File: config.mk
export PLATFORM = sky130hd
export DESIGN_NAME = sipu_div_step
export DESIGN_NICKNAME = d
export VERILOG_FILES = /design/src/hdl/sipu_pkg.sv /design/src/hdl/sipu_div_step.sv
export SDC_FILE = /design/constraint.sdc
export NUM_CORES = 2
export LEC_CHECK = 0
export BUFFER_PORTS_ARGS = -buffer_cell sky130_fd_sc_hd__buf_2
export CORE_AREA = 2 2 420 422
export CTS_CLUSTER_SIZE = 24
export DETAILED_ROUTE_END_ITERATION = 16
export DIE_AREA = 0 0 422 424
export GPL_TIMING_DRIVEN = 0
export HOLD_SLACK_MARGIN = 0.12
export SLEW_MARGIN = 30
export SYNTH_ARGS = -nofsm -noshare
export SYNTH_HDL_FRONTEND = slang
export SYNTH_SLANG_ARGS = --single-unit
File: constraint.sdc
create_clock -name clk -period 10.5 [get_ports clk]
set_clock_uncertainty 0.05 [all_clocks]
set_input_delay 1.05 -clock clk [delete_from_list [all_inputs] [get_ports clk]]
set_output_delay 1.05 -clock clk [all_outputs]
set_load 0.01 [all_outputs]
File: src/hdl/sipu_pkg.sv
// Types and constants for the segment intersection point unit.
// No dependencies; every other file imports this package.
package sipu_pkg;

  localparam int CW  = 32;          // coordinate width
  localparam int DW  = CW + 1;      // coordinate difference width
  localparam int PW  = 2 * DW;      // product width
  localparam int XW  = PW + 1;      // cross product width
  localparam int RW  = XW + 2;      // divider partial remainder width
  localparam int QW  = DW + 1;      // divider quotient width
  localparam int EW  = 40;          // epsilon register width
  localparam int DIV_STEPS = DW;

  localparam logic [EW-1:0] EPS_RESET = 40'd4294967;

  typedef enum logic [1:0] {
    OUT_CROSS      = 2'd0,
    OUT_COINCIDENT = 2'd1,
    OUT_PARALLEL   = 2'd2,
    OUT_OUTSIDE    = 2'd3
  } outcome_t;

  typedef struct packed {
    logic [XW-1:0] mag;
    logic          neg;
  } cross_t;

  typedef struct packed {
    cross_t        dn;
    cross_t        na;
    cross_t        nb;
    logic [CW-1:0] x1;
    logic [CW-1:0] y1;
    logic [CW-1:0] x2;
    logic [CW-1:0] y2;
  } front_t;

  typedef struct packed {
    outcome_t      outcome;
    logic [XW-1:0] na;
    logic [XW-1:0] dn;
    logic [DW-1:0] mx;
    logic [DW-1:0] my;
    logic [XW-1:0] rx;
    logic [XW-1:0] ry;
    logic [QW-1:0] qx;
    logic [QW-1:0] qy;
    logic          negx;
    logic          negy;
    logic [CW-1:0] p1x;
    logic [CW-1:0] p1y;
    logic [CW-1:0] midx;
    logic [CW-1:0] midy;
  } div_t;

endpackage

File: src/hdl/sipu_div_step.sv
// One radix-2 step of the scaled quotient na*|d|/dn for both coordinates.
// One register stage; depends on sipu_pkg.
module sipu_div_step import sipu_pkg::*; #(
  parameter int BIT = 0
) (
  input  logic clk,
  input  logic rst_n,
  input  logic en,
  input  logic in_vld,
  input  div_t in_data,
  output logic out_vld,
  output div_t out_data
);

  logic vld_r;
  div_t out_r, out_nxt;

  function automatic logic [QW+XW-1:0] step(input logic [XW-1:0] r, input logic [QW-1:0] q,
                                            input logic [XW-1:0] na,
                                            input logic [XW-1:0] dn, input logic b);
    logic [RW-1:0] s, d1, d2;
    logic [XW-1:0] rn;
    logic [1:0]    dig;
    s  = {1'b0, r, 1'b0} + (b ? {2'b00, na} : '0);
    d1 = s - {2'b00, dn};
    d2 = s - {1'b0, dn, 1'b0};
    if (s >= {1'b0, dn, 1'b0}) begin
      rn  = d2[XW-1:0];
      dig = 2'd2;
    end else if (s >= {2'b00, dn}) begin
      rn  = d1[XW-1:0];
      dig = 2'd1;
    end else begin
      rn  = s[XW-1:0];
      dig = 2'd0;
    end
    return {{q[QW-2:0], 1'b0} + QW'(dig), rn};
  endfunction

  always_comb begin
    out_nxt = in_data;
    {out_nxt.qx, out_nxt.rx} = step(in_data.rx, in_data.qx, in_data.na, in_data.dn,
                                    in_data.mx[BIT]);
    {out_nxt.qy, out_nxt.ry} = step(in_data.ry, in_data.qy, in_data.na, in_data.dn,
                                    in_data.my[BIT]);
  end

  always_ff @(posedge clk) begin
    if (!rst_n) begin
      vld_r <= 1'b0;
    end else if (en) begin
      vld_r <= in_vld;
    end
  end

  always_ff @(posedge clk) begin
    if (en) begin
      out_r <= out_nxt;
    end
  end

  assign out_vld  = vld_r;
  assign out_data = out_r;

endmodule

# Word level (Yosys, flattened, before mapping)
# Cells that the tools add are included.
[classes]
n_addsub = 8
magnitude_cmp = 4
n_mux = 10
[ops]
columns = ["cell", "n"]
rows = [
  ["$mux W67", 6],
  ["$sub A67 B67 Y67", 4],
  ["$add A68 B67 Y69", 2],
  ["$ge A69 B67 Y1", 2],
  ["$ge A69 B68 Y1", 2],
  ["$add A34 B2 Y34", 2],
  ["$mux W2", 2],
  ["$mux W1", 2],
]
[totals]
register_bits = 535
in_bits = 538
output_inout_bits = 535
wordCells = 38

# Logic depth before layout (Yosys ltp)
[depth]
depth_word = 6
mapped_depth = 39
depth_no_buf = 34

# Least setup slack after synthesis
# Ideal clock, no wire load.
[synth_path]
kind = "input to register"
start = "in in_data[332] in the netlist's numbering"
end = "reg out_r, in the netlist out_data[163], data pin"
setup_ns = 0.258
arrival_time_ns = 7.819
required_time_ns = 10.192
path_slack_ns = 2.373
cell_stages = 36
n_path_buf = 6
path_cell_list = "clkbuf_1 > clkbuf_1 > and2_1 > ha_1 > clkbuf_1 > nand2_1 > or3_1 > or3_1 > o311ai_0 > nor2_1 > o21bai_1 > a21oi_1 > o21bai_1 > xor2_1 > ha_1 > nand2_1 > nor3_1 > o2111ai_1 > a2111oi_0 > or3b_2 > a31oi_2 > o41a_1 > o21ai_1 > a2111o_1 > buf_2 > buf_2 > buf_2 > ha_1 > nand3_1 > nor3_1 > nand4_1 > nor2_1 > nand4_1 > nor2_1 > nand3_1 > xnor2_1"
[synth_lines]
columns = ["item", "line", "text"]
rows = [
  ["start, declared", "sipu_div_step.sv:10", "input div_t in_data,"],
  ["end signal, assigned", "sipu_div_step.sv:58", "out_r <= out_nxt;"],
  ["end, declared", "sipu_div_step.sv:16", "div_t out_r, out_nxt;"],
]

==> key figures <==
Die
  • Die Height: around 420 um
  • Starting Density: roughly a quarter
  • IO Pins: about 1,100
  • Cell row count: roughly 150
  • Core area: around 170,000 um2
  • Die Footprint: roughly 180,000 um2
  • Die W: between 400 and 500 um

Route
  • DRT antenna net count: 0
  • Final wirelength: 244,000 um
  • # DRC: 0
  • Vias per inst: around 5.3
  • Pre-antenna DRT Iters: 6
  • Vias after detailed routing: 44,146
  • Wire per inst: approximately 29 um
  • Initial DRC count: approximately 3,800

CTS
  • Clock Pin Slew Worst Setup and Hold Paths: around 60 ps
  • Clock insertion delay at the later pin of the skew report: approximately 690 ps
  • Clock buffer depth: 3
  • H-tree depth: 3
  • Clock sinks: 535
  • CTS tree: yes
  • Clock buffer count from CTS: 66
  • CTS root buffer: clkbuf_16

GRT
  • Largest net degree at the start of global routing: between 90 and 100
  • All-Layer GR Usage: about a quarter
  • GR peak layer: met2
  • GR Util met2: between 40 and 50%
  • Met1 global-route usage: 27.6%
  • Initial antenna violation count: 47
  • First-pass GRT wire length: 328,000 um
  • Grt met3 use: under 10%
  • Total grt overflow: 0
  • Vias in the first global route: about 43,000

Worst setup path
  • CP arrival: between 10,000 and 15,000 ps
  • R2R setup slack: 9860 ps
  • CP max FO: 10
  • Crit-path slowest cell: nand4_1
  • Worst path max stage delay: around 500 ps
  • Startpoint Class: primary input
  • R2R Path Start: out_vld
  • Crit path kind: primary input to register
  • Reg2Reg Capture Point: out_vld
  • CP Capture Type: register
  • R2R depth: 2
  • Required @ worst endpoint: 10,890 ps
  • Most frequent CP cell: ha_1

Timing
  • Fin. max-slew vios: 0
  • Final setup margin: approximately 360 ps
  • RSZ-0062 raised after global routing: false
  • Relative slew slack: between 20% and 30%
  • Max Freq: between 90 and 100 MHz
  • Fin crit share: slightly below 100%
  • Worst-margin pin slew: between 1000 and 1500 ps
  • Setup TNS: 0 ps
  • Minimum clock period: 10,140 ps
  • Final setup viols: 0
  • Final Hold Viols: 0

Cells and area
  • Area growth syn-to-layout: 24.4%
  • Final core utilization: a little under a third
  • Layout cells sized above 1: a little over a fifth
  • Most common cell after layout, fill and taps aside: buf_2
  • Nets: just under 7,000
  • FILL cells: ~19,000
  • Post-route design area: 55,100 um2
  • Most frequent cells in the layout: buf_2 (1,098), edfxtp_1 (534), a21oi_1 (529)

Yosys
  • Mapped Nets: 5,781
  • Ys flop type: edfxtp_1
  • Yosys cell types: 88
  • Post-synthesis register bit count: 535
  • Syn Inst Count: about 4,800
  • Post-Synthesis Cell Area: 44,300 um2
  • Register area share after synthesis: 36.2%
  • Asr flop ratio synth: 0%
  • Avg Inst Size Synth: approximately 9.2 um2
  • Syn. warnings: 0
  • Post-synth EDFFs: roughly 530

Placement
  • Post-detail-place hpwl: 211,000 um
  • Buffers added on ports: around 1,100
  • Area after DPL: around 53,000 um2
  • Dpl ws: -2310 ps
  • RePlAce Congestion: 0.976

Outcome
  • Status: complete, no violations

Pwr
  • Max IR drop VDD: around 110 uV
  • Cell Pwr Density: about 190 nW/um2
  • Leak: 23.6 nW

Hold path
  • WHS Endpoint: out_vld
  • Hold Crit Depth: 2
  • Worst hold path type: register to register
  • HP Start: out_vld

Job
  • # Max-Cap Violations: 0
## synthesized netlist by cell type (all sizes together) (23+ instances only)
cell	count	share of area [%]
o21bai	76	1.3
buf	48	0.67
nor3	75	0.85
nand3	122	1.4
xnor2	265	5.3
and3	65	0.92
nor2	304	2.6
xor2	171	3.4
o21ai	309	3.5
nor2b	64	0.90
o211ai	52	0.88
nand2	405	3.4
a21oi	532	6.0
nand4	101	1.4
clkbuf	147	1.2
a211oi	37	0.65
inv	178	1.5
nand2b	53	0.75
o31ai	26	0.44
o21a	52	0.88
mux2i	81	1.8
a21o	181	3.1
a31oi	63	0.92
o311ai	23	0.45
ha	404	11
edfxtp	534	36
and2	159	2.2
## state kept, by name (all words and copies together), names as in the netlist
signal / count
out_vld: 1
out_data: 534
## how the worst max path moves through the flow
stage                            start  cells past startpoint  slack, ps             to
after floorplan           in_data[332]                     36       2370  out_data[163]
after global placement    in_data[332]                     36      -2920  out_data[162]
after detailed placement  in_data[332]                     36      -2310  out_data[162]
after CTS                 in_data[332]                     37         80  out_data[162]
after global routing      in_data[332]                     37         80  out_data[162]
final                     in_data[365]                     37        360  out_data[197]
## repair_timing
item,in CTS,in global routing
setup buffers,2,1
endpoints found under the setup margin,52,6
pin swaps,1,1
hold buffers,0,0
gates resized for setup,22,12
## routing by layer
metal / share of wire [%] / wire length (um)
met5: 0.017 / 42
met4: 8.9 / 21700
met3: 4.8 / 11800
met2: 50 / 123000
met1: 36 / 87600
## logic make-up (layout without fill, tap and decap cells)
group / count (synthesis) / after routing / synth area share (%)
adder cells (fa/ha/maj): 410 / 410 / 11.7
multiplexers: 86 / 86 / 1.96
AO/OA/AOI/OAI: 1538 / 1538 / 21.8
other: 0 / 25 / 0
XOR/XNOR: 436 / 436 / 8.63
buffers and inverters: 373 / 1567 / 3.42
AND/OR/NAND/NOR: 1455 / 1455 / 16.3
flip-flops: 535 / 535 / 36.2
## layout make-up
| type | instances | area, um2 | share of cell area, % |
|---|---|---|---|
| inverter | 178 | 672 | 1.22 |
| clock inverter | 47 | 397 | 0.719 |
| sequential | 535 | 16100 | 29.1 |
| clock buffer | 70 | 1690 | 3.06 |
| multi-input combinational | 3925 | 26900 | 48.8 |
| timing repair buffer | 1078 | 5550 | 10.1 |
| antenna | 25 | 62.6 | 0.113 |
| tap | 2340 | 2930 | 5.31 |
| buffer | 194 | 870 | 1.58 |
## critical path, delay by kind of cell
family	cells	cell delay, ps
and+or+nand+nor	14	3870
AOI/OAI and AO/OA	9	2240
buffers and inverters	8	1680
adders and majority gates	4	1090
xor gates and xnor gates	2	550
## power by group
part	switching, W	total [W]	internal [W]	leakage, nW
Sequential	0.000138	0.00293	0.00280	5.23
Combinational	0.00350	0.00531	0.00181	17.4
Clock	0.00102	0.00225	0.00123	1.01
## stage by stage
| step | power (W) | cells | hold WS [ps] |
|---|---|---|---|
| finish | 0.0105 | 8392 | 475 |
| global route | 0.0110 | 8378 | 444 |
| CTS | 0.0105 | 8367 | 392 |
| detailed placement | 0.00818 | 8248 | 466 |
| global placement | 0.00825 | 8242 | 454 |
| floorplan | 0.00606 | 4833 | 488 |
Power figures use the tool's default switching activity.
