===== config.mk =====
export PLATFORM = sky130hd
export DESIGN_NAME = sipu_classify
export DESIGN_NICKNAME = d
export VERILOG_FILES = /design/src/hdl/sipu_pkg.sv /design/src/hdl/sipu_classify.sv
export SDC_FILE = /design/constraint.sdc
export NUM_CORES = 1
export LEC_CHECK = 0
export ABC_AREA = 1
export CELL_PAD_IN_SITES_DETAIL_PLACEMENT = 0
export CELL_PAD_IN_SITES_GLOBAL_PLACEMENT = 1
export CORE_AREA = 2 2 350 352
export CTS_CLUSTER_DIAMETER = 200
export DETAILED_ROUTE_END_ITERATION = 10
export DIE_AREA = 0 0 352 354
export DONT_BUFFER_PORTS = 1
export PLACE_DENSITY_LB_ADDON = 0.1
export SYNTH_ARGS = -nofsm -noshare
export SYNTH_HDL_FRONTEND = slang
export SYNTH_SLANG_ARGS = --single-unit

===== constraint.sdc =====
create_clock -name clk -period 2.3 [get_ports clk]
set_clock_uncertainty 0.05 [all_clocks]
set_input_delay 0.115 -clock clk [delete_from_list [all_inputs] [get_ports clk]]
set_output_delay 0.115 -clock clk [all_outputs]
set_load 0.02 [all_outputs]

===== src/hdl/sipu_pkg.sv =====
// Types and constants for the segment intersection point unit.
// No dependencies; every other file imports this package.
package sipu_pkg;

  localparam int CW  = 32;          // coordinate width
  localparam int DW  = CW + 1;      // coordinate difference width
  localparam int PW  = 2 * DW;      // product width
  localparam int XW  = PW + 1;      // cross product width
  localparam int RW  = XW + 2;      // divider partial remainder width
  localparam int QW  = DW + 1;      // divider quotient width
  localparam int EW  = 40;          // epsilon register width
  localparam int DIV_STEPS = DW;

  localparam logic [EW-1:0] EPS_RESET = 40'd4294967;

  typedef enum logic [1:0] {
    OUT_CROSS      = 2'd0,
    OUT_COINCIDENT = 2'd1,
    OUT_PARALLEL   = 2'd2,
    OUT_OUTSIDE    = 2'd3
  } outcome_t;

  typedef struct packed {
    logic [XW-1:0] mag;
    logic          neg;
  } cross_t;

  typedef struct packed {
    cross_t        dn;
    cross_t        na;
    cross_t        nb;
    logic [CW-1:0] x1;
    logic [CW-1:0] y1;
    logic [CW-1:0] x2;
    logic [CW-1:0] y2;
  } front_t;

  typedef struct packed {
    outcome_t      outcome;
    logic [XW-1:0] na;
    logic [XW-1:0] dn;
    logic [DW-1:0] mx;
    logic [DW-1:0] my;
    logic [XW-1:0] rx;
    logic [XW-1:0] ry;
    logic [QW-1:0] qx;
    logic [QW-1:0] qy;
    logic          negx;
    logic          negy;
    logic [CW-1:0] p1x;
    logic [CW-1:0] p1y;
    logic [CW-1:0] midx;
    logic [CW-1:0] midy;
  } div_t;

endpackage


===== src/hdl/sipu_classify.sv =====
// Classification against epsilon, midpoint and divider setup.
// One register stage; depends on sipu_pkg.
module sipu_classify import sipu_pkg::*; (
  input  logic          clk,
  input  logic          rst_n,
  input  logic          en,
  input  logic          in_vld,
  input  front_t        in_data,
  input  logic [EW-1:0] eps,
  output logic          out_vld,
  output div_t          out_data
);

  logic vld_r;
  div_t out_r, out_nxt;
  logic bel_dn, bel_na, bel_nb, zero_dn, zero_na, zero_nb;
  logic out_a, out_b;
  logic signed [DW-1:0] dx, dy, sx, sy;

  always_comb begin
    bel_dn  = in_data.dn.mag < XW'(eps);
    bel_na  = in_data.na.mag < XW'(eps);
    bel_nb  = in_data.nb.mag < XW'(eps);
    zero_dn = in_data.dn.mag == '0;
    zero_na = in_data.na.mag == '0;
    zero_nb = in_data.nb.mag == '0;
    out_a   = (!zero_na && (in_data.na.neg != in_data.dn.neg)) ||
              (in_data.na.mag > in_data.dn.mag);
    out_b   = (!zero_nb && (in_data.nb.neg != in_data.dn.neg)) ||
              (in_data.nb.mag > in_data.dn.mag);
    dx = DW'($signed(in_data.x2)) - DW'($signed(in_data.x1));
    dy = DW'($signed(in_data.y2)) - DW'($signed(in_data.y1));
    sx = DW'($signed(in_data.x2)) + DW'($signed(in_data.x1));
    sy = DW'($signed(in_data.y2)) + DW'($signed(in_data.y1));

    out_nxt = '0;
    if (bel_dn && bel_na && bel_nb) begin
      out_nxt.outcome = OUT_COINCIDENT;
    end else if (bel_dn || zero_dn) begin
      out_nxt.outcome = OUT_PARALLEL;
    end else if (out_a || out_b) begin
      out_nxt.outcome = OUT_OUTSIDE;
    end else begin
      out_nxt.outcome = OUT_CROSS;
    end
    out_nxt.na   = in_data.na.mag;
    out_nxt.dn   = in_data.dn.mag;
    out_nxt.mx   = dx[DW-1] ? -dx : dx;
    out_nxt.my   = dy[DW-1] ? -dy : dy;
    out_nxt.negx = (in_data.na.neg ^ in_data.dn.neg) ^ dx[DW-1];
    out_nxt.negy = (in_data.na.neg ^ in_data.dn.neg) ^ dy[DW-1];
    out_nxt.p1x  = in_data.x1;
    out_nxt.p1y  = in_data.y1;
    out_nxt.midx = sx[DW-1:1];
    out_nxt.midy = sy[DW-1:1];
  end

  always_ff @(posedge clk) begin
    if (!rst_n) begin
      vld_r <= 1'b0;
    end else if (en) begin
      vld_r <= in_vld;
    end
  end

  always_ff @(posedge clk) begin
    if (en) begin
      out_r <= out_nxt;
    end
  end

  assign out_vld  = vld_r;
  assign out_data = out_r;

endmodule


# After elaboration in Yosys (flattened, before gate mapping)
# Index checks and enable logic that the tools add are counted.
[op_classes]
addsub = 6
n_lt_le_gt_ge = 5
n_eq_ne = 2
muxes = 4
bitwise = 3
n_reduce_logical = 13
[ops]
columns = ["operator", "n"]
rows = [
  ["logical NOT 67 bit", 3],
  ["less-than comparator 67 x 40 -> 1 bit", 3],
  ["greater-than comparator 67 bit", 2],
  ["adder 32 x 32 -> 33 bit", 2],
  ["negation 33 bit", 2],
  ["subtractor 32 x 32 -> 33 bit", 2],
  ["two-way mux 32 bit", 2],
  ["logical AND 1 bit", 4],
  ["logical OR 1 bit", 4],
  ["two-way mux 2 bit", 2],
  ["XOR 1 bit", 3],
  ["logical NOT 1 bit", 2],
  ["inequality test 1 bit", 2],
]
[word_totals]
regBits = 333
inputBits = 376
output_inout_bits = 535
wordCells = 47

# Depth between registers and ports, before layout
# Gate-level depths: netlist (run 1).
[logic_depth]
ltp_word = 7
mapped_depth = 22
mapped_depth_nobuf = 21

# Least setup slack after synthesis (run 1)
# No wires, ideal clock.
[synth_timing]
path_type = "input-to-reg"
start = "input in_data[32] in the netlist's numbering"
end = "register out_r (netlist bit out_data[395]) (data pin)"
setup_time_ns = 0.252
t_arrival_ns = 2.081
required_ns = 1.998
slack_ns = -0.084
path_stages = 17
n_path_buf = 0
path_cell_list = "inv_1 -> ha_1 -> fa_1 -> ha_1 -> inv_1 -> nor2_1 -> nand3_1 -> nor2_1 -> nand2_1 -> nor2_2 -> nand3_1 -> nor2_1 -> nand3_1 -> nand2_2 -> nand2_1 -> nand2_1 -> nand2_1"
[synth_rtl]
columns = ["element", "line", "text"]
rows = [
  ["from (decl)", "sipu_classify.sv:8", "input front_t in_data,"],
  ["to (signal assigned)", "sipu_classify.sv:68", "out_r <= out_nxt;"],
  ["to (decl)", "sipu_classify.sv:15", "div_t out_r, out_nxt;"],
]

==> impl_metrics.ini, run 1 <==
[worst_hold_path]
min_from = en
worstHoldPathType = in -> reg
hold_path_depth = 0
min_to = out_data[523]$_DFFE_PP_

[worst_setup_path]
reg2regPathDepth = 3
crit_path_end_kind = register
crit_required_ns = 2.61
r2r-start = out_vld$_SDFFE_PN0P_
crit_path_start_kind = input port
ff2ff_setup_slack_ns = 0.93
arrival_ns = 2.46
worstReg2RegEnd = out_vld$_SDFFE_PN0P_
critPathKind = in -> reg
path_max_fanout = 5

[clock_tree]
cts_tree = built
clkSinkCount = 333
cts_buffers = 42
worstSkewPairLatency_ns = 0.63
clk_pin_slew_ns = 0.06
root_buffer = clkbuf_16
clockBufferDepth = 3
h-tree-depth = 2

[global_route]
first_global_vias = 28000
grt_pass1_wl_microns = 185000
grt_use_total_pct = 20.0
grt_max_degree = 335
overflow = 0
grt_antenna_before_repair = 9

[synthesis]
synth-main-ff-cell = edfxtp_1
yosys_register_bits = 333
synthAdderAreaFrac_pct = 16.0
synth_compound_area_share_pct = 7.00
synth.area.top_cells = edfxtp_1, ha_1, nand2_1
muxShareOfSynthArea_pct = 0
ys_types = 54
ys_seq_area_share_pct = 33.0
synthCells = 3964
synth_top_family_by_area = simple AND/OR/NAND/NOR gates
synth_top_area_share_pct = 32.9
synth_area_leader_cell = edfxtp_1
syn_area_sq_um = 30300
ys_warn_count = 0
synthSimpleGateAreaFrac_pct = 26.1
avgSynthCellArea_sq_um = 7.64
synth_edf_count = 332
async_reset_ff_share_pct = 0
synth_xor_area_share_pct = 3.24

[sta]
finalHoldViolCount = 263
layout_setup_ws_ns = 0.150
setup_violations = 0
fmax_mhz = 465
finalMaxSlewViolations = 0
holdWs_ns = -0.450
period_minus_slack_ns = 2.15
relSlewSlack_pct = 50.7
fin_setup_tns_ns = 0
worstMarginPinSlew_ns = 0.740
rsz0062_at_grt = false
fin_crit_sh_pct = 93.5

[outcome]
failed_checks = hold timing
status = finished with violations

[die]
die_area_sq_um = 125000
core_sq_um = 121000
die_y_microns = 354
fp.dieW_microns = 352
fp-row-count = 128
io_pins = 911
start_util_pct = 25.1

[finish]
layout_commonest_cell = nand2_1
stdcell_count = 6447
final_core_util_pct = 32.7
final_nets = 5541
multi_input_area_sq_um = 16700
layout-drive-gt1-share_pct = 16.5
final_cell_mix = nand2_1, inv_1, buf_4, ha_1, edfxtp_1
area_delta_synth_final_pct = 30.4
regArea_sq_um = 9990
fillerInstances = 13100

[placed_design]
dpl_worst_slack_ns = -0.520
gp_congestion = 0.855
io_buffers = 0
place_inst = 6124
dp_hpwl_microns = 108000

[detailed_routing]
drc = 0
vias = 27500
drt_iter0_drc = 1670
wl_per_cell_microns = 20.0
drt-vias-per-instance = 4.26
first_pass_iters = 5
antenna_left = 0
drt_wl_total_microns = 129000

[power_and_ir_drop]
leakage_nw = 19.6
peakVddDrop_mv = 0.523
p_per_area_nw_per_um2 = 589

[run]
maxCapViolations = 0
Yosys cell counts, types with 54 or more instances:
cell type and instances:
nand3_1 199, a21oi_1 207, nor2_1 302, edfxtp_1 332, inv_1 667, o21ai_0 94, nand2_1 1022, nand4_1 80
buf_4 228, ha_1 381, nor4_1 54, xor2_1 104
per-layer routing:
layer	vias to the layer above	part of all wire [%]	global-route usage [%]
met5	-	0.017	0
met4	4	2.2	4.87
met3	113	6.1	5.04
met2	674	48	34.2
met1	12500	44	25.1
li1	14100	-	-
kinds of logic after synthesis:
family | after synthesis
AOI/OAI and AO/OA | 379
xor gates and xnor gates | 112
adders and majority gates | 385
buffers and inverters | 934
DFF | 333
other | 1
and+or+nand+nor | 1820
state kept, by name, summed over array words and instances, names as in the netlist:
signal	flops
out_data	332
out_vld	1
critical path, cell delays in order:
cell	delay, ns
inv_1	0.02
ha_1	0.34
dlygate4sd3_1	0.59
buf_4	0.15
nor2_1	0.15
a21oi_1	0.09
nand2_1	0.15
nand4_1	0.12
nand2_1	0.19
nand2_1	0.08
o211ai_1	0.16
nand2_1	0.09
nand2_1	0.12
xor2_1	0.08
power by group:
| group | internal [mW] | leakage [nW] | switching [mW] |
|---|---|---|---|
| Clock | 3.77 | 0.634 | 2.97 |
| Sequential | 7.72 | 3.26 | 1.50 |
| Combinational | 3.15 | 15.7 | 4.15 |
| Total | 14.6 | 19.6 | 8.62 |
cell type report:
| cell class | instances | share of cell area [%] |
|---|---|---|
| antenna | 10 | 0.0633 |
| sequential | 333 | 25.3 |
| timing repair buffer | 828 | 17.4 |
| clock inverter | 30 | 0.671 |
| clock buffer | 46 | 2.75 |
| tap | 1625 | 5.15 |
| inverter | 677 | 6.48 |
| multi-input combinational | 2898 | 42.2 |
worst max path at each step:
stage                       from                       to  slack (ns)  depth (start not counted)
floorplan            in_data[32]  out_data[395]$_DFFE_PP_      -0.009                         17
global placement    in_data[104]  out_data[392]$_DFFE_PP_       -0.55                         18
detailed placement    in_data[0]  out_data[362]$_DFFE_PP_       -0.52                         20
CTS                  in_data[65]   out_data[31]$_DFFE_PP_        0.02                         15
global route        in_data[104]  out_data[392]$_DFFE_PP_       0.001                         18
finish              in_data[102]   out_data[63]$_DFFE_PP_        0.15                         14
stage by stage:
step | hold WS (ns) | power, mW | cell area, sq um
2_1_floorplan | 0.158 | 13.2 | 31100
3_5_place_dp | 0.164 | 16.3 | 35700
6_report | -0.450 | 23.3 | 39500
5_1_grt | -0.479 | 24.8 | 39500
3_3_place_gp | 0.164 | 16.4 | 35700
4_1_cts | -0.520 | 23.7 | 39400
timing repair:
item                                   4_1_cts  5_1_grt
hold buffers                               230        7
setup endpoints to repair                    0       20
buffers inserted                             0        1
gates resized for setup                      0       20
endpoints found under the hold margin      548      338
Note: power is estimated with default switching activity, not from simulation.
==> run 2: changes to the inputs <==
ABC_AREA = default   (was 1)
CORE_AREA = 2 2 355 357   (was 2 2 350 352)
DIE_AREA = 0 0 357 359   (was 0 0 352 354)
SLEW_MARGIN = 10   (was default)
==> impl_metrics.ini, run 2 <==
[outcome]
status = finished with violations
failed_checks = hold timing, setup timing

[sta]
period_minus_slack_ns = 2.90
relSlewSlack_pct = 33.1
worstMarginPinSlew_ns = 1.00
fin_setup_tns_ns = -25.51
finalMaxSlewViolations = 0
setup_violations = 74
fin_crit_sh_pct = 126
holdWs_ns = -0.399
finalHoldViolCount = 214
layout_setup_ws_ns = -0.602
fmax_mhz = 345
rsz0062_at_grt = true

[global_route]
grt_use_total_pct = 19.1
grt_use_met2_pct = 34.4
grt_pass1_wl_microns = 179000
overflow = 0
use_met1_pct = 22.0
first_global_vias = 25100
grt_antenna_before_repair = 13
met3_usage_pct = 5.70
busiest_layer = met2
grt_max_degree = 334

[die]
die_area_sq_um = 128000
io_pins = 911
core_sq_um = 125000
fp-row-count = 130
fp.dieW_microns = 357
die_y_microns = 359
start_util_pct = 21.5

[placed_design]
io_buffers = 0
dp_hpwl_microns = 102000
place_inst = 4920
gp_congestion = 0.896

[power_and_ir_drop]
leakage_nw = 17.4
power_mw = 25.0
peakVddDrop_mv = 0.557
switching_share_pct = 35.1
p_sw_mw = 8.78
p_clk_share_pct = 31.3
p_int_mw = 16.2
combPwrFrac_pct = 31.4
p_per_area_nw_per_um2 = 623
seq_power_share_pct = 37.3

[worst_setup_path]
reg2regPathDepth = 3
path_common_cell = or4b_4
worstReg2RegEnd = out_vld$_SDFFE_PN0P_
critPathBufInv = 1
path_max_fanout = 4
crit_required_ns = 2.59
crit_path_start_kind = input port
slowest_delay_ns = 0.57
arrival_ns = 3.19
r2r-start = out_vld$_SDFFE_PN0P_
cp_top_family = simple AND/OR/NAND/NOR gates
cp_slowest_cell = or4b_4
ff2ff_setup_slack_ns = 0.99
worstPathCellList = inv_8 > ha_4 > fa_2 > nor2b_4 > o31a_4 > o21a_4 > nand3_2 > a211oi_2 > or4b_4 > or4b_4 > or2_4 > o41ai_4 > xnor2_1
critPathKind = in -> reg
crit_path_end_kind = register

[synthesis]
synth_area_leader_cell = edfxtp_1
ys_types = 86
synthTopCellsByCount = ha_1, edfxtp_1, inv_1, buf_4, a21oi_1
ys_warn_count = 0
syn_area_sq_um = 26700
ys_seq_area_share_pct = 37.4
synth_edf_count = 332
async_reset_ff_share_pct = 0
yosys_register_bits = 333
synth.most_common_cell = ha_1
avgSynthCellArea_sq_um = 9.94
synth_top_area_share_pct = 37.3
synth.area.top_cells = edfxtp_1, ha_1, buf_4
synth-main-ff-cell = edfxtp_1
synthCells = 2690

[clock_tree]
cts_tree = built
worstSkewPairLatency_ns = 0.61
clockBufferDepth = 3
clk_pin_slew_ns = 0.06
cts_buffers = 46
clkSinkCount = 333
h-tree-depth = 2
root_buffer = clkbuf_16

[finish]
area_delta_synth_final_pct = 50.2
stdcell_count = 5341
fillerInstances = 13000
final_cell_mix = buf_4, ha_1, edfxtp_1, dlygate4sd3_1, inv_1
final_nets = 4410
layout_commonest_cell = buf_4
final_core_util_pct = 32.2
largest_reg_flops = 332
layout-drive-gt1-share_pct = 30.1

[detailed_routing]
first_pass_iters = 5
antenna_left = 0
vias = 24100
drc = 0
drt_iter0_drc = 1124
drt_wl_total_microns = 129000
drt-vias-per-instance = 4.52
wl_per_cell_microns = 24.1

[worst_hold_path]
hold_path_depth = 0
min_from = en
worstHoldPathType = in -> reg
min_to = out_data[15]$_DFFE_PP_

[run]
maxCapViolations = 0
run 2: cell count changes in the layout (fill, tap and decap cells not counted), moves of 32 or more:
cell | before | now
ha_1 | 372 | 340
nand2_2 | 50 | 5
nand3_1 | 199 | 44
dlygate4sd3_1 | 236 | 277
a21o_1 | 6 | 118
buf_4 | 588 | 652
xnor2_1 | 8 | 89
nand2_1 | 1016 | 86
xor2_1 | 104 | 33
inv_1 | 663 | 219
nor2_1 | 297 | 138
a21oi_1 | 207 | 158
run 2: worst max path at each step:
stage	startpoint	endpoint	slack, ns	cells past startpoint
after floorplan	in_data[34]	out_data[392]$_DFFE_PP_	-1.06	12
after global placement	in_data[32]	out_data[396]$_DFFE_PP_	-1.34	16
after detailed placement	in_data[107]	out_data[397]$_SDFFCE_PP0P_	-1.38	13
after CTS	in_data[0]	out_data[364]$_SDFFCE_PP0P_	-0.57	15
after global routing	in_data[32]	out_data[397]$_SDFFCE_PP0P_	-0.67	14
final	in_data[32]	out_data[391]$_DFFE_PP_	-0.60	13
run 2: cells by family after synthesis:
logic type | Yosys count | synth area share (%)
AOI/OAI and AO/OA | 658 | 16.4
other | 1 | 0.0140
buffers and inverters | 510 | 10.1
xor gates and xnor gates | 154 | 5.05
DFF | 333 | 37.4
adders and majority gates | 385 | 18.1
muxes | 4 | 0.150
and+or+nand+nor | 645 | 12.7
run 2: power groups by stage:
stage | Combinational, mW | Sequential [mW] | Clock [mW]
5_1_grt | 8.55 | 9.41 | 8.31
3_5_place_dp | 6.51 | 9.48 | 0
3_3_place_gp | 6.51 | 9.51 | 0
6_report | 7.84 | 9.33 | 7.82
2_1_floorplan | 4.04 | 8.96 | 0
4_1_cts | 7.68 | 9.38 | 8.10
run 2: repair_timing:
item,in CTS,in global routing
pin swaps,72,95
resized for setup,165,107
endpoints found under the hold margin,584,339
hold buffers,277,7
endpoints found under the setup margin,81,91
cloned,4,0
setup buffers,45,22
run 2: area by class of cell:
| type | count | area (sq um) | share of cell area, % |
|---|---|---|---|
| diodes | 4 | 10.0 | 0.0249 |
| clock buffers | 48 | 1180 | 2.94 |
| clock inverters | 38 | 442 | 1.10 |
| inverters | 246 | 996 | 2.48 |
| multi-input cells | 2048 | 17100 | 42.7 |
| flip-flops and latches | 333 | 9990 | 24.9 |
| well taps | 1650 | 2060 | 5.14 |
| repair buffers | 974 | 8320 | 20.7 |
run 2: worst register-to-register path, stage by stage, from the launching register on:
cell and delay [ns]:
dfxtp_1 0.45, mux2i_1 0.11, nor2b_1 0.11, dlygate4sd3_1 0.55
run 2: per-layer routing:
layer	wire length, microns	vias up
li1	-	11500
met5	23	-
met3	9610	120
met4	3140	4
met1	51500	11800
met2	64300	771
run 2: metrics by stage:
| step | setup slack [ns] | cell area, sq um |
|---|---|---|
| 5_1_grt | -0.665 | 40100 |
| 3_5_place_dp | -1.38 | 33800 |
| 3_3_place_gp | -1.34 | 33800 |
| 6_report | -0.602 | 40100 |
| 4_1_cts | -0.569 | 39400 |
| 2_1_floorplan | -1.06 | 28800 |
